==> src/rtl/mtsp_pkg.sv <==
// Shared types and constants for the MADT table stream parser.
// Item structs, walk event, status and commit view structs, command and entry type codes, signature bytes.
// No dependencies.
package mtsp_pkg;

    localparam int ISA_IRQ_COUNT     = 16;
    localparam int IRQ_W             = $clog2(ISA_IRQ_COUNT);
    localparam int MADT_HEADER_BYTES = 44;

    localparam logic CMD_TABLE_BYTE = 1'b0;
    localparam logic CMD_LOOKUP     = 1'b1;

    localparam logic [7:0] TYPE_LOCAL_APIC   = 8'd0;
    localparam logic [7:0] TYPE_IO_APIC      = 8'd1;
    localparam logic [7:0] TYPE_SRC_OVERRIDE = 8'd2;

    typedef struct packed {
        logic             cmd;
        logic [7:0]       data_byte;
        logic             last;
        logic [IRQ_W-1:0] isa_irq;
    } t_in_item;

    typedef struct packed {
        logic [7:0]  mapped_vector;
        logic        table_done;
        logic        table_accepted;
        logic        checksum_ok;
        logic        is_madt;
        logic [15:0] cpu_count;
        logic [31:0] ioapic_base;
        logic        ioapic_found;
        logic        multiple_ioapic;
        logic        bad_entry_length;
    } t_out_item;

    typedef struct packed {
        logic             table_start;
        logic             cpu_entry;
        logic             ioapic_hit;
        logic [31:0]      ioapic_base;
        logic             ovr_hit;
        logic [IRQ_W-1:0] ovr_irq;
        logic [7:0]       ovr_vector;
        logic             commit;
    } t_walk_ev;

    typedef struct packed {
        logic done;
        logic accepted;
        logic sum_ok;
        logic madt;
        logic bad;
    } t_walk_status;

    typedef struct packed {
        logic [15:0] cpu_count;
        logic [31:0] ioapic_base;
        logic        ioapic_found;
        logic        multiple;
    } t_commit_view;

    function automatic logic [7:0] sig_byte(input logic [1:0] idx);
        logic [7:0] b;
        case (idx)
            2'd0:    b = 8'h41;
            2'd1:    b = 8'h50;
            2'd2:    b = 8'h49;
            default: b = 8'h43;
        endcase
        return b;
    endfunction

endpackage

==> src/rtl/mtsp_in_stage.sv <==
// Input register of the parser: holds one accepted beat until the work stage takes it.
// Depends on mtsp_pkg.
module mtsp_in_stage (
    input  logic                i_clk,
    input  logic                i_rst_n,
    input  logic                i_valid,
    output logic                o_ready,
    input  mtsp_pkg::t_in_item  i_item,
    input  logic                i_advance,
    output logic                o_s1_valid,
    output mtsp_pkg::t_in_item  o_s1_item
);
    import mtsp_pkg::*;

    logic     r_valid;
    t_in_item r_item;

    assign o_ready    = !r_valid || i_advance;
    assign o_s1_valid = r_valid;
    assign o_s1_item  = r_item;

    always_ff @(posedge i_clk) begin
        if (!i_rst_n) begin
            r_valid <= 1'b0;
        end else if (o_ready) begin
            r_valid <= i_valid;
        end
    end

    always_ff @(posedge i_clk) begin
        if (i_valid && o_ready) begin
            r_item <= i_item;
        end
    end

endmodule

==> src/rtl/mtsp_table_walker.sv <==
// Per-table byte walker: offset, checksum, signature, length and MADT entry tracking.
// Emits walk events toward the result store. Depends on mtsp_pkg.
module mtsp_table_walker (
    input  logic                   i_clk,
    input  logic                   i_rst_n,
    input  logic                   i_fire,
    input  logic                   i_byte_en,
    input  mtsp_pkg::t_in_item     i_item,
    output mtsp_pkg::t_walk_ev     o_ev,
    output mtsp_pkg::t_walk_status o_status
);
    import mtsp_pkg::*;

    logic [31:0] r_byte_offset, n_byte_offset;
    logic [7:0]  r_byte_sum, n_byte_sum;
    logic        r_sig_match, n_sig_match;
    logic [31:0] r_table_length, n_table_length;
    logic [31:0] r_entry_start, n_entry_start;
    logic [7:0]  r_entry_type, n_entry_type;
    logic [7:0]  r_entry_length, n_entry_length;
    logic [7:0]  r_entry_bus, n_entry_bus;
    logic [7:0]  r_entry_src, n_entry_src;
    logic [31:0] r_entry_word, n_entry_word;
    logic        r_parse_stopped, n_parse_stopped;

    logic [31:0] rel;
    logic        active;
    logic [7:0]  b;

    assign b      = i_item.data_byte;
    assign rel    = r_byte_offset - r_entry_start;
    assign active = !r_parse_stopped
                    && (r_byte_offset >= 32'(MADT_HEADER_BYTES))
                    && (r_byte_offset >= r_entry_start)
                    && (r_entry_start < r_table_length);

    always_comb begin
        logic        end_chk;
        logic [31:0] word_new;
        logic [32:0] es_sum;
        end_chk         = 1'b0;
        word_new        = r_entry_word;
        es_sum          = '0;
        n_byte_offset   = r_byte_offset;
        n_byte_sum      = r_byte_sum;
        n_sig_match     = r_sig_match;
        n_table_length  = r_table_length;
        n_entry_start   = r_entry_start;
        n_entry_type    = r_entry_type;
        n_entry_length  = r_entry_length;
        n_entry_bus     = r_entry_bus;
        n_entry_src     = r_entry_src;
        n_entry_word    = r_entry_word;
        n_parse_stopped = r_parse_stopped;
        o_ev            = '0;
        o_status        = '0;
        if (i_byte_en) begin
            o_ev.table_start = (r_byte_offset == 32'd0);
            n_byte_sum = r_byte_sum + b;
            if (r_byte_offset < 32'd4) begin
                if (b != sig_byte(r_byte_offset[1:0])) begin
                    n_sig_match = 1'b0;
                end
            end else if (r_byte_offset < 32'd8) begin
                n_table_length = r_table_length
                                 | ({24'd0, b} << {r_byte_offset[1:0], 3'b000});
            end
            if (active) begin
                end_chk = 1'b1;
                if (rel == 32'd0) begin
                    n_entry_type = b;
                    n_entry_word = '0;
                    end_chk      = 1'b0;
                end else if (rel == 32'd1) begin
                    n_entry_length = b;
                    if (b < 8'd2) begin
                        n_parse_stopped = 1'b1;
                        end_chk         = 1'b0;
                    end else if (r_entry_type == TYPE_LOCAL_APIC) begin
                        o_ev.cpu_entry = 1'b1;
                    end
                end else if (rel == 32'd2) begin
                    n_entry_bus = b;
                end else if (rel == 32'd3) begin
                    n_entry_src = b;
                end else if (rel < 32'd8) begin
                    word_new     = r_entry_word | ({24'd0, b} << {rel[1:0], 3'b000});
                    n_entry_word = word_new;
                    if (rel == 32'd7) begin
                        if (r_entry_type == TYPE_IO_APIC) begin
                            o_ev.ioapic_hit  = 1'b1;
                            o_ev.ioapic_base = word_new;
                        end else if (r_entry_type == TYPE_SRC_OVERRIDE
                                     && r_entry_bus == 8'd0
                                     && r_entry_src < 8'(ISA_IRQ_COUNT)) begin
                            o_ev.ovr_hit    = 1'b1;
                            o_ev.ovr_irq    = r_entry_src[IRQ_W-1:0];
                            o_ev.ovr_vector = word_new[7:0];
                        end
                    end
                end
                if (end_chk && (rel + 32'd1 == {24'd0, n_entry_length})) begin
                    es_sum        = {1'b0, r_entry_start} + {25'd0, n_entry_length};
                    n_entry_start = es_sum[32] ? '1 : es_sum[31:0];
                end
            end
            if (r_byte_offset != '1) begin
                n_byte_offset = r_byte_offset + 32'd1;
            end
            o_status.done     = i_item.last;
            o_status.accepted = i_item.last && (r_byte_offset >= 32'd3)
                                && n_sig_match && (n_byte_sum == 8'd0);
            o_ev.commit       = o_status.accepted;
        end
        o_status.sum_ok = (n_byte_sum == 8'd0);
        o_status.madt   = n_sig_match;
        o_status.bad    = n_parse_stopped;
    end

    always_ff @(posedge i_clk) begin
        if (!i_rst_n || (i_fire && i_byte_en && i_item.last)) begin
            r_byte_offset   <= '0;
            r_byte_sum      <= '0;
            r_sig_match     <= 1'b1;
            r_table_length  <= '0;
            r_entry_start   <= 32'(MADT_HEADER_BYTES);
            r_entry_type    <= '0;
            r_entry_length  <= '0;
            r_entry_bus     <= '0;
            r_entry_src     <= '0;
            r_entry_word    <= '0;
            r_parse_stopped <= 1'b0;
        end else if (i_fire && i_byte_en) begin
            r_byte_offset   <= n_byte_offset;
            r_byte_sum      <= n_byte_sum;
            r_sig_match     <= n_sig_match;
            r_table_length  <= n_table_length;
            r_entry_start   <= n_entry_start;
            r_entry_type    <= n_entry_type;
            r_entry_length  <= n_entry_length;
            r_entry_bus     <= n_entry_bus;
            r_entry_src     <= n_entry_src;
            r_entry_word    <= n_entry_word;
            r_parse_stopped <= n_parse_stopped;
        end
    end

`ifndef NO_ASSERTIONS
    a_clear_after_last: assert property (@(posedge i_clk) disable iff (!i_rst_n)
        i_fire && i_byte_en && i_item.last |=> r_byte_offset == '0 && r_byte_sum == '0
        && r_entry_start == 32'(MADT_HEADER_BYTES))
        else $error("table state not cleared after last beat");
    a_offset_hold: assert property (@(posedge i_clk) disable iff (!i_rst_n)
        !(i_fire && i_byte_en) |=> $stable(r_byte_offset))
        else $error("byte offset moved without a table beat");
    a_stopped_quiet: assert property (@(posedge i_clk) disable iff (!i_rst_n)
        i_byte_en && r_parse_stopped |-> !(o_ev.cpu_entry || o_ev.ioapic_hit || o_ev.ovr_hit))
        else $error("entry event after parsing stopped");
`endif

endmodule

==> src/rtl/mtsp_result_store.sv <==
// Staged and committed MADT results: cpu count, IO APIC address, ISA vector maps.
// Applies walk events, commits on an accepted table, serves lookups. Depends on mtsp_pkg.
module mtsp_result_store (
    input  logic                                  i_clk,
    input  logic                                  i_rst_n,
    input  logic                                  i_fire,
    input  mtsp_pkg::t_walk_ev                    i_ev,
    input  logic [mtsp_pkg::IRQ_W-1:0]            i_isa_irq,
    output logic [7:0]                            o_lookup,
    output mtsp_pkg::t_commit_view                o_view
);
    import mtsp_pkg::*;

    logic [15:0] r_s_cnt, n_s_cnt, r_c_cnt, n_c_cnt;
    logic [31:0] r_s_addr, n_s_addr, r_c_addr, n_c_addr;
    logic        r_s_found, n_s_found, r_c_found, n_c_found;
    logic        r_multiple, n_multiple;
    logic [7:0]  r_s_map [ISA_IRQ_COUNT];
    logic [7:0]  n_s_map [ISA_IRQ_COUNT];
    logic [7:0]  r_c_map [ISA_IRQ_COUNT];
    logic [7:0]  n_c_map [ISA_IRQ_COUNT];

    always_comb begin
        logic [15:0] base_cnt;
        logic [31:0] base_addr;
        logic        base_found;
        base_cnt   = i_ev.table_start ? r_c_cnt : r_s_cnt;
        base_addr  = i_ev.table_start ? r_c_addr : r_s_addr;
        base_found = i_ev.table_start ? r_c_found : r_s_found;
        n_s_cnt    = (i_ev.cpu_entry && base_cnt != '1) ? base_cnt + 16'd1 : base_cnt;
        n_s_addr   = base_addr;
        n_s_found  = base_found;
        n_multiple = r_multiple;
        if (i_ev.ioapic_hit) begin
            if (base_found) begin
                n_multiple = 1'b1;
            end else begin
                n_s_addr  = i_ev.ioapic_base;
                n_s_found = 1'b1;
            end
        end
        for (int i = 0; i < ISA_IRQ_COUNT; i++) begin
            n_s_map[i] = i_ev.table_start ? r_c_map[i] : r_s_map[i];
            if (i_ev.ovr_hit && i_ev.ovr_irq == IRQ_W'(i)) begin
                n_s_map[i] = i_ev.ovr_vector;
            end
            n_c_map[i] = i_ev.commit ? n_s_map[i] : r_c_map[i];
        end
        n_c_cnt   = i_ev.commit ? n_s_cnt : r_c_cnt;
        n_c_addr  = i_ev.commit ? n_s_addr : r_c_addr;
        n_c_found = i_ev.commit ? n_s_found : r_c_found;
    end

    always_ff @(posedge i_clk) begin
        if (!i_rst_n) begin
            r_s_cnt    <= '0;
            r_s_addr   <= '0;
            r_s_found  <= 1'b0;
            r_c_cnt    <= '0;
            r_c_addr   <= '0;
            r_c_found  <= 1'b0;
            r_multiple <= 1'b0;
            for (int i = 0; i < ISA_IRQ_COUNT; i++) begin
                r_s_map[i] <= 8'(i);
                r_c_map[i] <= 8'(i);
            end
        end else if (i_fire) begin
            r_s_cnt    <= n_s_cnt;
            r_s_addr   <= n_s_addr;
            r_s_found  <= n_s_found;
            r_c_cnt    <= n_c_cnt;
            r_c_addr   <= n_c_addr;
            r_c_found  <= n_c_found;
            r_multiple <= n_multiple;
            for (int i = 0; i < ISA_IRQ_COUNT; i++) begin
                r_s_map[i] <= n_s_map[i];
                r_c_map[i] <= n_c_map[i];
            end
        end
    end

    assign o_lookup            = r_c_map[i_isa_irq];
    assign o_view.cpu_count    = n_c_cnt;
    assign o_view.ioapic_base  = n_c_addr;
    assign o_view.ioapic_found = n_c_found;
    assign o_view.multiple     = n_multiple;

endmodule

==> src/rtl/madt_table_stream_parser_unit.sv <==
// MADT table stream parser, top level.
// Usage:
//   Input channel (i_valid / o_ready / i_item) carries one beat per table byte, or a
//   lookup of the committed ISA vector map. Output channel (o_valid / i_ready /
//   o_result) returns exactly one result beat per input beat, in order.
//   A table is streamed byte by byte with last set on its final byte; at that beat
//   the staged cpu count, IO APIC address and vector map are committed if the
//   signature is APIC and the byte sum is zero.
// Timing:
//   A result beat passes through the input register, then the result register, after its
//   input beat is accepted; a low i_ready can hold it in either register.
//   Throughput is one beat per cycle unless i_ready stalls the output; each beat updates
//   the walker and the result store in the single stage between the two registers.
// Reset:
//   Synchronous active-low reset empties both registers, clears the per-table state
//   and sets both vector maps to identity. No clearing pass is needed.
// Backpressure:
//   When i_ready is low the result register holds, the input register fills, and
//   o_ready drops; nothing is dropped or repeated.
// Depends on mtsp_pkg, mtsp_in_stage, mtsp_table_walker, mtsp_result_store.
module madt_table_stream_parser_unit (
    input  logic                i_clk,
    input  logic                i_rst_n,
    input  logic                i_valid,
    output logic                o_ready,
    input  mtsp_pkg::t_in_item  i_item,
    output logic                o_valid,
    input  logic                i_ready,
    output mtsp_pkg::t_out_item o_result
);
    import mtsp_pkg::*;

    logic         s1_valid;
    t_in_item     s1_item;
    logic         s1_adv;
    logic         fire;
    logic         byte_en;
    t_walk_ev     ev;
    t_walk_status status;
    logic [7:0]   lookup;
    t_commit_view view;
    t_out_item    n_result;
    logic         r_out_valid;
    t_out_item    r_result;

    assign s1_adv  = !r_out_valid || i_ready;
    assign fire    = s1_valid && s1_adv;
    assign byte_en = s1_valid && (s1_item.cmd == CMD_TABLE_BYTE);

    mtsp_in_stage u_in_stage (
        .i_clk      (i_clk),
        .i_rst_n    (i_rst_n),
        .i_valid    (i_valid),
        .o_ready    (o_ready),
        .i_item     (i_item),
        .i_advance  (s1_adv),
        .o_s1_valid (s1_valid),
        .o_s1_item  (s1_item)
    );

    mtsp_table_walker u_walker (
        .i_clk     (i_clk),
        .i_rst_n   (i_rst_n),
        .i_fire    (fire),
        .i_byte_en (byte_en),
        .i_item    (s1_item),
        .o_ev      (ev),
        .o_status  (status)
    );

    mtsp_result_store u_store (
        .i_clk     (i_clk),
        .i_rst_n   (i_rst_n),
        .i_fire    (fire),
        .i_ev      (ev),
        .i_isa_irq (s1_item.isa_irq),
        .o_lookup  (lookup),
        .o_view    (view)
    );

    always_comb begin
        n_result                  = '0;
        n_result.mapped_vector    = (s1_item.cmd == CMD_LOOKUP) ? lookup : 8'd0;
        n_result.table_done       = status.done;
        n_result.table_accepted   = status.accepted;
        n_result.checksum_ok      = status.sum_ok;
        n_result.is_madt          = status.madt;
        n_result.cpu_count        = view.cpu_count;
        n_result.ioapic_base      = view.ioapic_base;
        n_result.ioapic_found     = view.ioapic_found;
        n_result.multiple_ioapic  = view.multiple;
        n_result.bad_entry_length = status.bad;
    end

    always_ff @(posedge i_clk) begin
        if (!i_rst_n) begin
            r_out_valid <= 1'b0;
        end else if (s1_adv) begin
            r_out_valid <= s1_valid;
        end
    end

    always_ff @(posedge i_clk) begin
        if (fire) begin
            r_result <= n_result;
        end
    end

    assign o_valid  = r_out_valid;
    assign o_result = r_result;

`ifndef NO_ASSERTIONS
    a_accept_implies_checks: assert property (@(posedge i_clk) disable iff (!i_rst_n)
        o_valid && o_result.table_accepted |->
        o_result.table_done && o_result.checksum_ok && o_result.is_madt)
        else $error("table accepted without passing checks");
    a_done_no_vector: assert property (@(posedge i_clk) disable iff (!i_rst_n)
        o_valid && o_result.table_done |-> o_result.mapped_vector == 8'd0)
        else $error("table byte beat carries a mapped vector");
    a_addr_needs_found: assert property (@(posedge i_clk) disable iff (!i_rst_n)
        o_valid && !o_result.ioapic_found |-> o_result.ioapic_base == '0)
        else $error("IO APIC address committed without found flag");
`endif

endmodule

==> config.mk <==
export PLATFORM = sky130hd
export DESIGN_NAME = madt_table_stream_parser_unit
export DESIGN_NICKNAME = d
export VERILOG_FILES = /design/src/rtl/mtsp_pkg.sv /design/src/rtl/mtsp_in_stage.sv /design/src/rtl/mtsp_table_walker.sv /design/src/rtl/mtsp_result_store.sv /design/src/rtl/madt_table_stream_parser_unit.sv
export SDC_FILE = /design/constraint.sdc
export NUM_CORES = 1
export LEC_CHECK = 0
export ABC_AREA = 1
export BUFFER_PORTS_ARGS = -buffer_cell sky130_fd_sc_hd__buf_2
export CAP_MARGIN = 10
export CORE_ASPECT_RATIO = 1.4
export CORE_MARGIN = 2
export CORE_UTILIZATION = 45
export CTS_CLUSTER_DIAMETER = 40
export DETAILED_ROUTE_END_ITERATION = 8
export PLACE_DENSITY = 0.6
export SLEW_MARGIN = 0
export SYNTH_ARGS = -nofsm -noshare
export SYNTH_HDL_FRONTEND = slang
export SYNTH_SLANG_ARGS = --single-unit
export TNS_END_PERCENT = 100
==> constraint.sdc <==
create_clock -name i_clk -period 32.4 [get_ports i_clk]
set_input_delay 4.86 -clock i_clk [delete_from_list [all_inputs] [get_ports i_clk]]
set_output_delay 4.86 -clock i_clk [all_outputs]
set_load 0.05 [all_outputs]
==> impl_metrics.env <==
export IMPL_min_delay_start="u_store.r_s_cnt[12]$_SDFFE_PN0P_"
export IMPL_firstDrtPassIters=6
export IMPL_cp_common_cell="buf_2"
export IMPL_tns_ps=0
export IMPL_gp_congestion=0.905
export IMPL_setup_viol=0
export IMPL_numCtsBuffers=87
export IMPL_clock_root_buffer="clkbuf_16"
export IMPL_synth_top_area_cell="edfxtp_1"
export IMPL_ctsLongestPathBuffers=3
export IMPL_fin_crit_sh=0.321
export IMPL_p_total_mw=1.91
export IMPL_p_leak_nw=16.4
export IMPL_routedWlPerCell_um=18.6
export IMPL_synth_flop_cell="edfxtp_1"
export IMPL_hp_class="reg2reg"
export IMPL_antenna_found_initial=1
export IMPL_post_route_min_period_ps=10410
export IMPL_postCtsHoldBufs=0
export IMPL_r2r_start="u_walker.r_byte_offset[0]$_SDFFE_PP0P_"
export IMPL_antennaDiodeCount=0
export IMPL_cts_tree="done"
export IMPL_syn_area_um2=34100
export IMPL_yosysSeqAreaShare=0.452
export IMPL_grt_pass1_vias=28400
export IMPL_start_kind="primary input"
export IMPL_maxSlewViolCount=0
export IMPL_fp_dieH_um=330
export IMPL_syn_to_final_growth_pct=12.7
export IMPL_cpLargestDelayFamily="buffers and inverters"
export IMPL_clk_pin_slew_worst_paths_ps=50
export IMPL_synth_edff_count=333
export IMPL_route_detailed_drc=0
export IMPL_synth_cell_type_count=54
export IMPL_ir_worst_vdd_mv=0.0400
export IMPL_relSlewSlack=0.127
export IMPL_critPathMaxFanout=5
export IMPL_path_buf_inv=3
export IMPL_stdcell_area_um2=38400
export IMPL_via_per_inst=5.39
export IMPL_ys_top_cells_by_area="edfxtp_1 (29%), dfxtp_1 (16%), nand2_1 (10%)"
export IMPL_hold_violations=0
export IMPL_slowest_stage="buf_2"
export IMPL_detail_route_iter0_violations=2009
export IMPL_die_x_um=237
export IMPL_core_rowCount=119
export IMPL_status="completed"
export IMPL_tightest_slew_ps=1300
export IMPL_cts_resized_gates=0
export IMPL_antenna_left=0
export IMPL_fin_nets=4551
export IMPL_path_cells="buf_2 -> nor2_1 -> buf_4 -> nand2_1 -> buf_2"
export IMPL_placed_area_um2=35400
export IMPL_hpwlAfterDp_um=72100
export IMPL_p_per_area_nw_per_um2=49.7
export IMPL_start_util=0.454
export IMPL_async_flop_share=0
export IMPL_port_buffers=82
export IMPL_synth_nets=4512
export IMPL_startpoint="i_ready"
export IMPL_routed_wl_um=102000
export IMPL_final_util=0.511
export IMPL_finalClockSkew_ps=47.7
export IMPL_max_cap_violations=0
export IMPL_via_count=29600
export IMPL_clock_latency_ps=660
export IMPL_synth_seq_cells=604
export IMPL_syn_avg_cell_area_um2=7.74
export IMPL_required_ps=27540
export IMPL_drive_gt1_frac=0.109
export IMPL_io_pins=83
export IMPL_die_area_um2=78000
export IMPL_grt_max_degree=85
export IMPL_rsz0062_at_grt="no"
export IMPL_grt_overflow_total=0
export IMPL_slowest_delay_ps=220
export IMPL_clock_sinks=604
export IMPL_post_cts_buffers=0
export IMPL_crit_path_end_kind="primary output"
export IMPL_core_area_um2=75200
export IMPL_netlist_instances=4404
export IMPL_yosysWarnings=0
export IMPL_r2r_setup_slack_ps=24900
export IMPL_crit_type="in2out"
export IMPL_crit_arrival_ps=5550
export IMPL_grtUsageTotal=0.258
export IMPL_grt_pass1_wl_um=158000
export IMPL_fmax_ghz=0.0961
export IMPL_synth_top_area_frac=0.293
export IMPL_htreeDepth=3
## final timing paths
path / end / depth (start not counted)
worst min-delay path: u_store.r_s_cnt[12]$_SDFFE_PN0P_ / 1
worst max-delay path: o_ready / 5
worst max register to register: u_walker.r_entry_start[30]$_SDFFE_PP0P_ / 39
worst min register to register: u_store.r_s_cnt[12]$_SDFFE_PN0P_ / 1
## cells in the final DEF (no fill, tap or decap), drive strengths merged, types with 2 or more instances in the layout
cell type / n
nand3: 305
or3: 2
a21oi: 308
mux2i: 2
fa: 3
or2: 3
o21a: 12
o21ai: 378
a21o: 2
xor2: 15
a31oi: 11
o211ai: 39
nor3: 54
nor4: 26
mux2: 56
a21boi: 4
ha: 87
nand2: 956
clkinvlp: 12
nand4: 75
edfxtp: 333
a22o: 37
dfxtp: 271
o21bai: 4
clkbuf: 105
bufinv: 3
nor2: 390
a211oi: 93
nand3b: 8
o31ai: 2
xnor2: 9
o22ai: 35
and3: 5
and2: 7
inv: 708
buf: 127
clkinv: 28
## metal layers
metal  part of all wire  track usage
met1               0.40        0.297
met2               0.51        0.477
met3              0.043       0.0311
met4              0.046        0.122
met5                  0            0
## cell usage after synthesis, types with 6 or more instances
| library cell | n |
|---|---|
| nand2_2 | 34 |
| and2_1 | 6 |
| mux2_2 | 56 |
| a21oi_1 | 306 |
| ha_1 | 87 |
| o22ai_1 | 35 |
| o21a_1 | 12 |
| buf_2 | 13 |
| nor2_1 | 352 |
| a211oi_1 | 93 |
| o211ai_1 | 39 |
| xnor2_1 | 9 |
| inv_1 | 660 |
| nand2_1 | 922 |
| o21ai_0 | 371 |
| xor2_1 | 15 |
| clkbuf_1 | 148 |
| inv_2 | 22 |
| nand3b_1 | 8 |
| buf_1 | 10 |
| a31oi_1 | 11 |
| clkinv_1 | 10 |
| nor4_1 | 26 |
| nand4_1 | 74 |
| nor2_2 | 29 |
| o21ai_1 | 7 |
| a22o_1 | 37 |
| edfxtp_1 | 333 |
| nor2_4 | 7 |
| nor3_1 | 49 |
| nand3_2 | 29 |
| nand3_1 | 273 |
| dfxtp_1 | 271 |
## flip-flops by register name, indices dropped and copies added, names as in the netlist, 14 cells and up
| register | cells |
|---|---|
| u_store.r_c_map | 128 |
| u_store.r_s_map | 128 |
| o_result | 63 |
| u_store.r_c_addr | 32 |
| u_store.r_s_addr | 32 |
| u_walker.r_byte_offset | 32 |
| u_walker.r_entry_start | 32 |
| u_walker.r_entry_word | 32 |
| u_walker.r_table_length | 32 |
| u_store.r_c_cnt | 16 |
| u_store.r_s_cnt | 16 |
| u_in_stage.o_s1_item | 14 |
## power by group
part / switching (mW) / internal (mW)
Combinational: 0.0855 / 0.0289
Clock: 0.393 / 0.561
Sequential: 0.0100 / 0.833
Total: 0.489 / 1.42
## logic make-up after synthesis
logic type,share of synthesized area
AO/OA/AOI/OAI,0.154
XOR/XNOR,0.00616
adder cells (fa/ha/maj),0.0337
buffers and inverters,0.0971
flip-flops,0.452
multiplexers,0.0191
AND/OR/NAND/NOR,0.238
## per-stage QoR
step	setup WS (ps)	hold slack (ps)	instances
2_1_floorplan	17780	426	4404
3_3_place_gp	22000	434	5322
3_5_place_dp	22000	439	5322
4_1_cts	21990	454	5486
5_1_grt	21940	473	5486
6_report	21990	451	5486
## worst reg2reg max path: cells and delay by family, from the launching register on
family	cells	cell delay [ps]
DFF	1	760
and+or+nand+nor	26	3610
buffers and inverters	5	660
adders and majority gates	3	1220
AOI/OAI and AO/OA	5	1150
## layout make-up
type,count,area [um2]
clock buffer,105,2360
clock inverter,59,632
sequential,604,15400
timing repair buffer,127,748
fill,7267,36800
multi-input combinational,2931,15500
tap,968,1210
inverter,692,2600
(Power assumes the default switching activity.)
